<file path="src/rtl/assert_macros.svh">
// Assertion helpers shared by clsr_unit and combined_lcg_shuffle_rng.
`ifndef ASSERT_MACROS_SVH
`define ASSERT_MACROS_SVH

// Same-cycle implication, disabled while reset is asserted.
`define ASSERT_IMPLIES(lbl, clk, rst_n, ante, cons) \
	lbl: assert property (@(posedge clk) disable iff (!rst_n) (ante) |-> (cons)) \
		else $error("same-cycle check failed");

// Next-cycle implication, disabled while reset is asserted.
`define ASSERT_NEXT(lbl, clk, rst_n, ante, cons) \
	lbl: assert property (@(posedge clk) disable iff (!rst_n) (ante) |=> (cons)) \
		else $error("next-cycle check failed");

`endif

</file>
<file path="src/rtl/clsr_pkg.sv">
package clsr_pkg;

	// Generator constants; modulus = mult * quotient + remainder.
	localparam logic [31:0] MUL1 = 32'd40014;
	localparam logic [31:0] QUO1 = 32'd53668;
	localparam logic [31:0] REM1 = 32'd12211;
	localparam logic [31:0] MUL2 = 32'd40692;
	localparam logic [31:0] QUO2 = 32'd52774;
	localparam logic [31:0] REM2 = 32'd3791;
	localparam logic [31:0] MOD1 = 32'(MUL1 * QUO1 + REM1);
	localparam logic [31:0] MOD2 = 32'(MUL2 * QUO2 + REM2);

	localparam logic [30:0] SEED2_RESET = 31'd123456789;

	// floor(x / quotient) = (x * recip) >> 47 for every 31-bit x
	localparam int          SCHRAGE_SHIFT = 47;
	localparam logic [63:0] RECIP1_W = ((64'd1 << SCHRAGE_SHIFT) + 64'(QUO1) - 64'd1) / 64'(QUO1);
	localparam logic [63:0] RECIP2_W = ((64'd1 << SCHRAGE_SHIFT) + 64'(QUO2) - 64'd1) / 64'(QUO2);
	localparam logic [31:0] RECIP1 = RECIP1_W[31:0];
	localparam logic [31:0] RECIP2 = RECIP2_W[31:0];

	localparam int DEF_TABLE_SIZE = 32;

	// input op code
	localparam logic IN_OP_RESEED = 1'b1;

	typedef enum logic [1:0] {
		OP_GEN1,
		OP_GEN2,
		OP_SLOT
	} clsr_op_t;

	typedef struct packed {
		logic     start;
		clsr_op_t op;
	} clsr_cmd_t;

	typedef struct packed {
		logic        done;
		logic [30:0] result;
	} clsr_sts_t;

endpackage

</file>
<file path="src/rtl/clsr_unit.sv">
`include "assert_macros.svh"

// Shared multiply unit: one Schrage step of either generator, or the
// slot index of the previous output, through one registered multiplier.
module clsr_unit #(
	parameter int TABLE_SIZE = clsr_pkg::DEF_TABLE_SIZE
) (
	input  logic                clk,
	input  logic                arst_n,
	input  clsr_pkg::clsr_cmd_t cmd,
	input  logic [30:0]         x,
	output clsr_pkg::clsr_sts_t sts
);
	import clsr_pkg::*;

	localparam logic [63:0] SLOT_DIV   = 64'd1 + (64'(MOD1) - 64'd2) / 64'(TABLE_SIZE);
	localparam int          SLOT_SHIFT = 31 + $clog2(SLOT_DIV);
	localparam logic [63:0] SLOT_RW    = ((64'd1 << SLOT_SHIFT) + SLOT_DIV - 64'd1) / SLOT_DIV;
	localparam logic [31:0] SLOT_RECIP = SLOT_RW[31:0];

	typedef enum logic [1:0] {
		U_IDLE,
		U_K,
		U_AX,
		U_FIN
	} phase_t;

	phase_t      phase_q;
	clsr_op_t    op_q;
	logic [30:0] x_q;
	logic [15:0] k_q;
	logic [46:0] ax_q;
	logic [63:0] prod_q;
	clsr_sts_t   sts_q;

	logic [31:0] mul_a;
	logic [31:0] mul_b;
	logic [31:0] recip_sel;
	logic [31:0] mult_sel;
	logic [31:0] mod_sel;
	logic [63:0] slot_full;
	logic [47:0] diff;
	logic [47:0] diff_adj;

	always_comb begin
		unique case (cmd.op)
			OP_GEN1: recip_sel = RECIP1;
			OP_GEN2: recip_sel = RECIP2;
			OP_SLOT: recip_sel = SLOT_RECIP;
			default: recip_sel = '0;
		endcase
		unique case (op_q)
			OP_GEN1: begin
				mult_sel = MUL1;
				mod_sel  = MOD1;
			end
			OP_GEN2: begin
				mult_sel = MUL2;
				mod_sel  = MOD2;
			end
			default: begin
				mult_sel = '0;
				mod_sel  = '0;
			end
		endcase
	end

	// operand select for the shared multiplier
	always_comb begin
		unique case (phase_q)
			U_IDLE: begin
				mul_a = {1'b0, x};
				mul_b = recip_sel;
			end
			U_K: begin
				mul_a = mult_sel;
				mul_b = {1'b0, x_q};
			end
			U_AX: begin
				mul_a = {16'b0, k_q};
				mul_b = mod_sel;
			end
			default: begin
				mul_a = '0;
				mul_b = '0;
			end
		endcase
	end

	assign slot_full = prod_q >> SLOT_SHIFT;
	// a*x - k*m equals the Schrage form a*(x mod q) - k*r
	assign diff      = {1'b0, ax_q} - {1'b0, prod_q[46:0]};
	assign diff_adj  = diff + {16'b0, mod_sel};

	always_ff @(posedge clk or negedge arst_n) begin
		if (!arst_n) begin
			phase_q    <= U_IDLE;
			sts_q.done <= 1'b0;
		end else begin
			prod_q     <= mul_a * mul_b;
			sts_q.done <= 1'b0;
			unique case (phase_q)
				U_IDLE: begin
					if (cmd.start) begin
						op_q    <= cmd.op;
						x_q     <= x;
						phase_q <= U_K;
					end
				end
				U_K: begin
					if (op_q == OP_SLOT) begin
						if (slot_full > 64'(TABLE_SIZE - 1)) begin
							sts_q.result <= 31'(TABLE_SIZE - 1);
						end else begin
							sts_q.result <= slot_full[30:0];
						end
						sts_q.done <= 1'b1;
						phase_q    <= U_IDLE;
					end else begin
						k_q     <= prod_q[SCHRAGE_SHIFT +: 16];
						phase_q <= U_AX;
					end
				end
				U_AX: begin
					ax_q    <= prod_q[46:0];
					phase_q <= U_FIN;
				end
				U_FIN: begin
					sts_q.result <= diff[47] ? diff_adj[30:0] : diff[30:0];
					sts_q.done   <= 1'b1;
					phase_q      <= U_IDLE;
				end
				default: phase_q <= U_IDLE;
			endcase
		end
	end

	assign sts = sts_q;

	`ASSERT_IMPLIES(a_start_idle, clk, arst_n, cmd.start, phase_q == U_IDLE)
	`ASSERT_IMPLIES(a_gen1_range, clk, arst_n, sts_q.done && (op_q == OP_GEN1), 32'(sts_q.result) < MOD1)
	`ASSERT_IMPLIES(a_slot_range, clk, arst_n, sts_q.done && (op_q == OP_SLOT), 32'(sts_q.result) < 32'(TABLE_SIZE))

endmodule

</file>
<file path="src/rtl/clsr_ram.sv">
// Simple dual-port RAM, registered read.
module clsr_ram #(
	parameter int WIDTH = 31,
	parameter int DEPTH = clsr_pkg::DEF_TABLE_SIZE,
	localparam int AW = (DEPTH > 1) ? $clog2(DEPTH) : 1
) (
	input  logic             clk,
	input  logic             we,
	input  logic [AW-1:0]    waddr,
	input  logic [WIDTH-1:0] wdata,
	input  logic             re,
	input  logic [AW-1:0]    raddr,
	output logic [WIDTH-1:0] rdata
);
	logic [WIDTH-1:0] mem_q [DEPTH];
	logic [WIDTH-1:0] rdata_q;

	always_ff @(posedge clk) begin
		if (we) begin
			mem_q[waddr] <= wdata;
		end
		if (re) begin
			rdata_q <= mem_q[raddr];
		end
	end

	assign rdata = rdata_q;

endmodule

</file>
<file path="src/rtl/combined_lcg_shuffle_rng.sv">
// Combined two-generator multiplicative RNG with a shuffle table.
// Input stream (s_*): one transfer per request. s_tuser selects the op:
//   0 draws the next number, 1 reseeds from s_tdata and then draws.
// Output stream (m_*): one transfer per request carrying the deviate,
//   an integer in 1..2147483562 (divide by 2147483563 for a uniform).
// Timing: a draw runs from the accepting edge until m_tvalid rises and
//   s_tready returns, both on the same edge once the output register is
//   free. A reseed first adds TABLE_SIZE + 8 steps of generator one.
//   The pace is set by the single shared multiplier: one Schrage step is
//   a command, three products in sequence and a result; a draw needs a
//   slot divide, two steps, then a table read, combine and register.
// s_tready is high only while no request is in flight.
// The result sits in an output register; a stalled receiver holds it
//   there while the next request is accepted and worked on, and that
//   request waits at its end until the register frees up.
// Reset: generators go to 1 and 123456789, the previous output to 0,
//   and the shuffle table reads as all zeros (per-entry valid bits are
//   cleared, so no sweep is needed and s_tready is high right away).
`include "assert_macros.svh"

module combined_lcg_shuffle_rng #(
	parameter int TABLE_SIZE = clsr_pkg::DEF_TABLE_SIZE
) (
	input  logic        clk,
	input  logic        arst_n,
	input  logic        s_tvalid,
	output logic        s_tready,
	input  logic [31:0] s_tdata,   // [30:0] seed_value, [31] zero pad
	input  logic [0:0]  s_tuser,   // [0] op
	output logic        m_tvalid,
	input  logic        m_tready,
	output logic [31:0] m_tdata    // [30:0] value, [31] zero pad
);
	import clsr_pkg::*;

	localparam int IDX_W = (TABLE_SIZE > 1) ? $clog2(TABLE_SIZE) : 1;
	localparam int CNT_W = $clog2(TABLE_SIZE + 8);

	typedef enum logic [2:0] {
		ST_IDLE,
		ST_SEED,   // warm-up and table fill steps of generator one
		ST_SLOT,   // slot index from previous output
		ST_G1,
		ST_G2,
		ST_DATA,   // table entry back, combine and refill
		ST_OUT     // wait for the output register
	} state_t;

	state_t          state_q;
	logic [30:0]     g1_q;
	logic [30:0]     g2_q;
	logic [30:0]     last_q;
	logic [CNT_W-1:0] cnt_q;
	logic [IDX_W-1:0] slot_q;
	logic [TABLE_SIZE-1:0] valid_q;
	clsr_cmd_t       ucmd_q;
	logic [30:0]     ux_q;
	logic [30:0]     y_q;
	logic            m_tvalid_q;
	logic [30:0]     m_tdata_q;

	clsr_sts_t       usts;

	logic             ram_we;
	logic [IDX_W-1:0] ram_waddr;
	logic [30:0]      ram_wdata;
	logic             ram_re;
	logic [30:0]      ram_rdata;

	logic [30:0] seed_eff;
	logic        cnt_fill;
	logic [30:0] tab_val;
	logic [32:0] diff;
	logic [32:0] diff_adj;
	logic [30:0] y_new;

	clsr_unit #(
		.TABLE_SIZE(TABLE_SIZE)
	) u_unit (
		.clk   (clk),
		.arst_n(arst_n),
		.cmd   (ucmd_q),
		.x     (ux_q),
		.sts   (usts)
	);

	clsr_ram #(
		.WIDTH(31),
		.DEPTH(TABLE_SIZE)
	) u_table (
		.clk  (clk),
		.we   (ram_we),
		.waddr(ram_waddr),
		.wdata(ram_wdata),
		.re   (ram_re),
		.raddr(slot_q),
		.rdata(ram_rdata)
	);

	assign s_tready = (state_q == ST_IDLE);
	assign m_tvalid = m_tvalid_q;
	assign m_tdata  = {1'b0, m_tdata_q};

	assign seed_eff = (s_tdata[30:0] == '0) ? 31'd1 : s_tdata[30:0];
	assign cnt_fill = 32'(cnt_q) < 32'(TABLE_SIZE);

	// table writes: fill during reseed, refill of the drawn slot
	assign ram_we    = ((state_q == ST_SEED) && usts.done && cnt_fill) || (state_q == ST_DATA);
	assign ram_waddr = (state_q == ST_DATA) ? slot_q : cnt_q[IDX_W-1:0];
	assign ram_wdata = (state_q == ST_DATA) ? g1_q : usts.result;
	assign ram_re    = (state_q == ST_G2) && usts.done;

	// entry minus generator two, wrapped into 1..MOD1-1
	assign tab_val  = valid_q[slot_q] ? ram_rdata : '0;
	assign diff     = {2'b0, tab_val} - {2'b0, g2_q};
	assign diff_adj = diff + 33'(MOD1 - 32'd1);
	assign y_new    = (diff[32] || (diff == '0)) ? diff_adj[30:0] : diff[30:0];

	always_ff @(posedge clk or negedge arst_n) begin
		if (!arst_n) begin
			state_q      <= ST_IDLE;
			g1_q         <= 31'd1;
			g2_q         <= SEED2_RESET;
			last_q       <= '0;
			valid_q      <= '0;
			ucmd_q.start <= 1'b0;
			ucmd_q.op    <= OP_GEN1;
			m_tvalid_q   <= 1'b0;
		end else begin
			ucmd_q.start <= 1'b0;
			if (m_tvalid_q && m_tready) begin
				m_tvalid_q <= 1'b0;
			end
			unique case (state_q)
				ST_IDLE: begin
					if (s_tvalid) begin
						ucmd_q.start <= 1'b1;
						if (s_tuser[0] == IN_OP_RESEED) begin
							g1_q      <= seed_eff;
							g2_q      <= seed_eff;
							cnt_q     <= CNT_W'(TABLE_SIZE + 7);
							ucmd_q.op <= OP_GEN1;
							ux_q      <= seed_eff;
							state_q   <= ST_SEED;
						end else begin
							ucmd_q.op <= OP_SLOT;
							ux_q      <= last_q;
							state_q   <= ST_SLOT;
						end
					end
				end
				ST_SEED: begin
					if (usts.done) begin
						g1_q         <= usts.result;
						ux_q         <= usts.result;
						ucmd_q.start <= 1'b1;
						if (cnt_fill) begin
							valid_q[cnt_q[IDX_W-1:0]] <= 1'b1;
						end
						if (cnt_q == '0) begin
							last_q    <= usts.result;
							ucmd_q.op <= OP_SLOT;
							state_q   <= ST_SLOT;
						end else begin
							cnt_q     <= cnt_q - 1'b1;
							ucmd_q.op <= OP_GEN1;
						end
					end
				end
				ST_SLOT: begin
					if (usts.done) begin
						slot_q       <= usts.result[IDX_W-1:0];
						ucmd_q.start <= 1'b1;
						ucmd_q.op    <= OP_GEN1;
						ux_q         <= g1_q;
						state_q      <= ST_G1;
					end
				end
				ST_G1: begin
					if (usts.done) begin
						g1_q         <= usts.result;
						ucmd_q.start <= 1'b1;
						ucmd_q.op    <= OP_GEN2;
						ux_q         <= g2_q;
						state_q      <= ST_G2;
					end
				end
				ST_G2: begin
					if (usts.done) begin
						g2_q    <= usts.result;
						state_q <= ST_DATA;
					end
				end
				ST_DATA: begin
					valid_q[slot_q] <= 1'b1;
					last_q          <= y_new;
					y_q             <= y_new;
					state_q         <= ST_OUT;
				end
				ST_OUT: begin
					if (!m_tvalid_q || m_tready) begin
						m_tvalid_q <= 1'b1;
						m_tdata_q  <= y_q;
						state_q    <= ST_IDLE;
					end
				end
				default: state_q <= ST_IDLE;
			endcase
		end
	end

	`ASSERT_IMPLIES(a_out_range, clk, arst_n, m_tvalid_q, (m_tdata_q != '0) && (32'(m_tdata_q) < MOD1))
	`ASSERT_NEXT(a_start_quiet, clk, arst_n, ucmd_q.start, !usts.done)
	`ASSERT_IMPLIES(a_slot_bound, clk, arst_n, state_q == ST_DATA, 32'(slot_q) < 32'(TABLE_SIZE))

endmodule

</file>
<file path="config.mk">
export PLATFORM = sky130hd
export DESIGN_NAME = combined_lcg_shuffle_rng
export DESIGN_NICKNAME = d
export VERILOG_FILES = /design/src/rtl/clsr_pkg.sv /design/src/rtl/clsr_unit.sv /design/src/rtl/clsr_ram.sv /design/src/rtl/combined_lcg_shuffle_rng.sv
export VERILOG_INCLUDE_DIRS = /design/src /design/src/rtl
export SDC_FILE = /design/constraint.sdc
export NUM_CORES = 2
export LEC_CHECK = 0
export CAP_MARGIN = 20
export CORE_UTILIZATION = 42
export CTS_CLUSTER_DIAMETER = 60
export DETAILED_ROUTE_END_ITERATION = 8
export DONT_BUFFER_PORTS = 1
export PLACE_DENSITY = 0.6
export SKIP_CTS_REPAIR_TIMING = 1
export SLEW_MARGIN = 20
export SYNTH_ARGS = -nofsm -noshare
export SYNTH_HDL_FRONTEND = slang
export SYNTH_SLANG_ARGS = --single-unit
</file>
<file path="constraint.sdc">
create_clock -name clk -period 11.16 [get_ports clk]
set_input_delay 3.348 -clock clk [delete_from_list [all_inputs] [get_ports clk]]
set_output_delay 3.348 -clock clk [all_outputs]
set_load 0.005 [all_outputs]
</file>
Word-level counts from Yosys, hierarchy flattened
Memories as Yosys holds them, arrays and structs flattened. A register that Yosys moved wholly into a read port is not among the register bits.
Cells that the tools add are included.
{"block": "totals", "reg_bits": 430, "latch_bits": 0, "ramBits": 992, "mem_bits_ro": 0, "out_inout_bits": 34, "word_cells": 167, "mem_count": 1}
{"name": "u_table.mem_q", "depth": 32, "word_bits": 31, "read_ports": 1, "rd_clocked_by_memory_dff": 1, "wr": 1, "line_no": "clsr_ram.sv:15", "source": "logic [WIDTH-1:0] mem_q [DEPTH];"}
{"block": "classes", "addsub": 5, "n_mul": 1, "n_div": 0, "n_lt_le_gt_ge": 6, "eq_ne": 26, "n_shift": 0, "mux": 65, "bitwise": 3, "reduce_logical": 39}
{"op": "two-way mux 31 bit", "n": 14}
{"op": "one-hot mux 31 bit (2 select lines)", "n": 4}
{"op": "one-hot mux 32 bit (3 select lines)", "n": 2}
{"op": "one-hot mux 32 bit (2 select lines)", "n": 2}
{"op": "one-hot mux 31 bit (4 select lines)", "n": 1}
{"op": "two-way mux 32 bit", "n": 3}
{"op": "one-hot mux 31 bit (3 select lines)", "n": 1}
{"op": "OR 32 bit", "n": 2}
{"op": "multiplier 31 x 32 -> 63 bit", "n": 1}
{"op": "subtractor 47 x 47 -> 48 bit", "n": 1}
{"op": "zero test 33 bit", "n": 1}
{"op": "two-way mux 3 bit", "n": 11}
{"op": "one-hot mux 16 bit (2 select lines)", "n": 1}
{"op": "subtractor 31 x 31 -> 32 bit", "n": 1}
{"op": "adder 31 bit", "n": 1}
{"op": "adder 31 x 8 -> 31 bit (second input constant)", "n": 1}
{"op": "zero test 31 bit", "n": 1}
{"op": "two-way mux 6 bit", "n": 4}
{"op": "one-hot mux 3 bit (7 select lines)", "n": 1}
{"op": "AND reduction 3 bit", "n": 7}
{"op": "inequality test 2 x 1 -> 1 bit (second input constant)", "n": 8}
{"op": "< comparator 5 x 6 -> 1 bit (second input constant)", "n": 2}
{"op": "one-hot mux 3 bit (4 select lines)", "n": 1}
{"op": "one-hot mux 6 bit (2 select lines)", "n": 1}
{"op": "other kinds (32)", "n": 73}

Logic depth before layout (Yosys ltp)
{"block": "logic_depth", "depth_word": 8, "mapped_depth": 38, "ltp_nobuf": 36}

Modules after synthesis
A second synthesis with hierarchy kept.
{"block": "unflattened", "cells_unflattened": 8244, "hier_area_um2": 96141.0}
{"module": "clsr_unit", "n_inst": 1, "cells_each": 4464, "area_each_um2": 41795.1, "seq_area_each_um2": 5810.6}
{"module": "clsr_ram", "n_inst": 1, "cells_each": 2192, "area_each_um2": 39474.1, "seq_area_each_um2": 30719.5}
{"module": "combined_lcg_shuffle_rng", "n_inst": 1, "cells_each": 1588, "area_each_um2": 14871.8, "seq_area_each_um2": 6447.4}

Worst setup path after synthesis
No wires, ideal clock.
{"block": "synth_path", "kind": "flip-flop to flip-flop", "from": "reg u_unit.op_q[1]", "to": "reg u_unit.prod_q[61] (data pin)", "setup_ps": 265, "t_arrival_ps": 9029, "required_time_ps": 10895, "path_slack_ps": 1865, "stages_incl_launch_ff": 33, "path_buffers": 6, "synth_period_minus_slack_ps": 9295, "path_cell_list": "edfxtp_1 > clkbuf_1 > clkbuf_1 > buf_1 > nor2b_1 > nand2_1 > o21a_1 > clkbuf_1 > clkbuf_1 > nor2_1 > fa_1 > fa_1 > fa_1 > inv_1 > fa_1 > inv_1 > fa_1 > inv_1 > fa_1 > inv_1 > fa_1 > fa_1 > ha_1 > clkbuf_1 > nand4_1 > or4_1 > o31ai_1 > a21oi_1 > o311ai_0 > nand3_1 > o21ai_0 > or4_1 > nand4_1"}
{"block": "synth_via", "elab_chain_len": 4, "word_cells_on_any_way": 7}
{"item": "start: declaration", "line_no": "clsr_unit.sv:29", "source": "clsr_op_t op_q;"}
{"item": "start signal: assignment", "line_no": "clsr_unit.sv:105", "source": "op_q <= cmd.op;"}
{"item": "equality test 2 x 1 -> 1 bit / zero test 2 bit (equally long branches)", "line_no": "clsr_unit.sv:52", "source": "unique case (op_q)"}
{"item": "one-hot mux 16 bit (2 select lines) / one-hot mux 31 bit (2 select lines) (equally long branches)", "line_no": "clsr_unit.sv:52"}
{"item": "one-hot mux 31 bit (3 select lines) / one-hot mux 32 bit (3 select lines) (equally long branches)", "line_no": "clsr_unit.sv:70", "source": "unique case (phase_q)"}
{"item": "multiplier 31 x 32 -> 63 bit (*)", "line_no": "clsr_unit.sv:100", "source": "prod_q <= mul_a * mul_b;"}
{"item": "end signal: assignment", "line_no": "clsr_unit.sv:100"}
{"item": "end: declaration", "line_no": "clsr_unit.sv:33", "source": "logic [63:0] prod_q;"}
Every way passes the cells marked *; elsewhere a longest branch is shown, timed or not.
A chain may end at the register's enable or synchronous reset.

==> results.yml <==
status:
  status: "finished, final reports clean"
sta:
  fin_worst_skew_ns: 0.1060
  maxSlewViolCount: 0
  timing.fmax_mhz: 93.85
  setup_ws_ns: 0.5052
  relSlewSlack_pct: 23.36
  setup_viol: 0
  hold_viol: 0
  period_share_pct: 95.47
  timing.setup.tns_ns: 0
  rsz0062_at_grt: "false"
  tightest_slew_ns: 1.150
  fin_crit_ns: 10.65
synth:
  syn_area_per_cell_um2: 12.61
  syn_inst: 7392
  async_reset_ff_share_pct: 9.298
  yosys.area_share.simple_pct: 8.250
  post_synth_num_cell_types: 93
  syn_area_mm2: 0.09318
  synthAdderAreaFrac_pct: 23.37
  synthFlopType: "edfxtp_1"
  synthXorXnorAreaFrac_pct: 1.344
  yosysSeqAreaShare_pct: 46.09
  synth_mux_area_share_pct: 7.920
  yosysWarningCount: 0
  synth_compound_area_share_pct: 7.270
  ys_ff_latch: 1452
  synth_top_family_by_area: "adder cells"
  synth_edf_count: 1317
run:
  maxCapViolCount: 0
global_route:
  grt_use_total_pct: 26.27
  grt_max_degree: 207
  antenna_found_initial: 21
  grt-ovfl-total: 0
  first_global_vias: 61633
  grt_pass1_wl_um: 424500
drt:
  drc: 0
  viasPerCell: 5.719
  vias: 61003
  drt_pass1_iterations: 9
  drtIter0Drc: 6938
  drt-wirelength-per-cell_um: 27.35
  wl_um: 291700
  antenna_left: 0
placed_design:
  portBuffers: 0
  hpwl_um: 208100
  pre_cts_slack_ns: 0.3197
  gp_congestion: 0.9846
floorplanning:
  core_mm2: 0.2202
  dieArea_mm2: 0.2237
  start_util_pct: 42.32
  chipWidth_um: 473.0
  ios: 71
  num_rows: 172
  fp.dieH_um: 473.0
cts:
  clk_transition_reported_paths_ns: 0.06
  cts_max_path_buffers: 3
  clk_latency_ns: 0.86
  cts_tree: "yes"
  root_buffer: "clkbuf_16"
  cts.sinks: 1452
  numCtsBuffers: 163
  htreeDepth: 4
critical_path:
  crit_required_ns: 11.73
  critPathMostFrequentCell: "fa_1"
  crit_type: "reg2reg"
  r2r_setup_slack_ns: 0.51
  slowest_delay_ns: 0.68
  startpoint_type: "register"
  critical_path.max_fanout: 19
  r2r_cells: 28
  crit_path_end_kind: "register"
  r2r-end: "u_unit.prod_q[55]"
  slowest_stage: "dfrtp_2"
  endpoint: "u_unit.prod_q[55]"
  worstPathArrival_ns: 11.23
final_layout:
  fillers: 19468
  drive_gt1_share_pct: 11.48
  mostFrequentLayoutCells: "1317 x edfxtp_1, 1063 x inv_1, 869 x fa_1, 537 x nor2_1, 502 x nand2_1"
  layout_commonest_cell: "edfxtp_1"
  utilization_pct: 47.12
  area_growth_pct: 11.34
  nNetsFinal: 8808
worst_hold_path:
  hp-class: "reg2reg"
## worst max-delay path, delay by kind of cell, from the launching register on
kind | cells | cell delay [ns]
XOR/XNOR | 1 | 0.16
adder cells (fa/ha/maj) | 9 | 4.41
flip-flops | 1 | 0.68
AND/OR/NAND/NOR | 2 | 1.05
AO/OA/AOI/OAI | 11 | 3.12
buffers and inverters | 5 | 0.90
## final cells by class
class                           instances  area [µm²]  share of cell area, %
Antenna cell                           22       55.05                0.05307
Clock buffer                          198        4282                  4.127
Clock inverter                        101        1152                  1.111
Inverter                             1066        4001                  3.857
Multi-Input combinational cell       4652       45880                  44.22
Sequential cell                      1452       42950                  41.40
Tap cell                             2958        3701                  3.568
Timing Repair Buffer                  217        1718                  1.656
## synth_stat cells, types with 8 or more instances
cell      number  area share, %
o21a_1        23           0.19
nand4_1       77           0.52
ha_1         350            4.7
xor2_1        46           0.43
mux2i_1      150            1.6
clkbuf_1     290            1.2
o21ai_1        9          0.048
dfstp_2       17           0.48
o31ai_1       10          0.081
nand2b_1      30           0.20
nor4_1        23           0.15
nand2_1      523            2.1
o21bai_1      18           0.15
nand3b_1       8          0.064
mux2_2        10           0.12
xnor2_1       97           0.91
a21oi_1      273            1.5
a211oi_1      23           0.19
edfxtp_1    1317             42
and2_1        62           0.42
o211ai_1      18           0.15
or3_1         29           0.19
o21ai_0      156           0.84
nor3_1        54           0.29
buf_1         57           0.23
a22o_1        13           0.12
a31oi_1       20           0.13
a21o_1       162            1.3
or2_2         17           0.11
nand3_1      210            1.1
nor3b_1        9          0.073
mux4_2       256            6.2
or4_1          9          0.073
a22oi_1      164            1.3
nor2_1       582            2.3
inv_1       1063            4.3
dfrtp_1      118            3.2
a31o_2         9          0.085
fa_1         869             19
and3_1        28           0.19
nor2b_1       25           0.17
o22ai_1       46           0.31
## flip-flops by register name (all words and copies together) (netlist names), 5 cells and up, named ones only
register,cells
u_unit.sts,32
y_q,31
u_table.mem_q,992
last_q,31
cnt_q,6
u_unit.prod_q,63
g1_q,31
u_unit.ax_q,47
u_unit.x_q,31
u_unit.k_q,16
valid_q,32
ux_q,31
slot_q,5
g2_q,31
m_tdata_q,31
u_table.rdata,31
## per-stage QoR
step	instance area, µm²	hold slack (ns)	cells
6_report	103700	0.3947	10666
5_1_grt	103700	0.3901	10659
4_1_cts	103500	0.3820	10640
3_5_place_dp	98110	0.4045	10341
3_3_place_gp	98100	0.4100	10341
2_1_floorplan	93680	0.4003	7526
## kinds of logic (layout without fill, tap and decap cells)
logic type / after synthesis / count (layout)
compound gates: 1031 / 1031
xor+xnor: 143 / 143
fa+ha+maj: 1219 / 1219
buf+inv: 1422 / 1582
flops: 1452 / 1452
mux: 416 / 416
other cells: 2 / 158
simple gates: 1707 / 1707
## metal layers
| metal | vias up | part of all wire [%] | track usage (%) |
|---|---|---|---|
| li1 | 25932 | - | - |
| met1 | 31760 | 40 | 35.03 |
| met2 | 2726 | 46 | 41.57 |
| met3 | 575 | 8.1 | 4.919 |
| met4 | 10 | 5.5 | 12.27 |
| met5 | - | 0.037 | 0 |
## how the worst min path moves through the flow
stage | depth (start not counted) | endpoint | startpoint
after global placement | 0 | u_unit.k_q[0] | u_unit.prod_q[47]
after floorplan | 0 | m_tdata_q[0] | y_q[0]
after detailed placement | 0 | u_unit.k_q[1] | u_unit.prod_q[48]
final | 0 | u_unit.ax_q[30] | u_unit.prod_q[30]
after global routing | 0 | u_unit.ax_q[30] | u_unit.prod_q[30]
after CTS | 0 | u_unit.ax_q[30] | u_unit.prod_q[30]
Power is left out: the tool's default activity adds up to more than one toggle a clock period on the data nets, which glitch-free logic cannot reach.
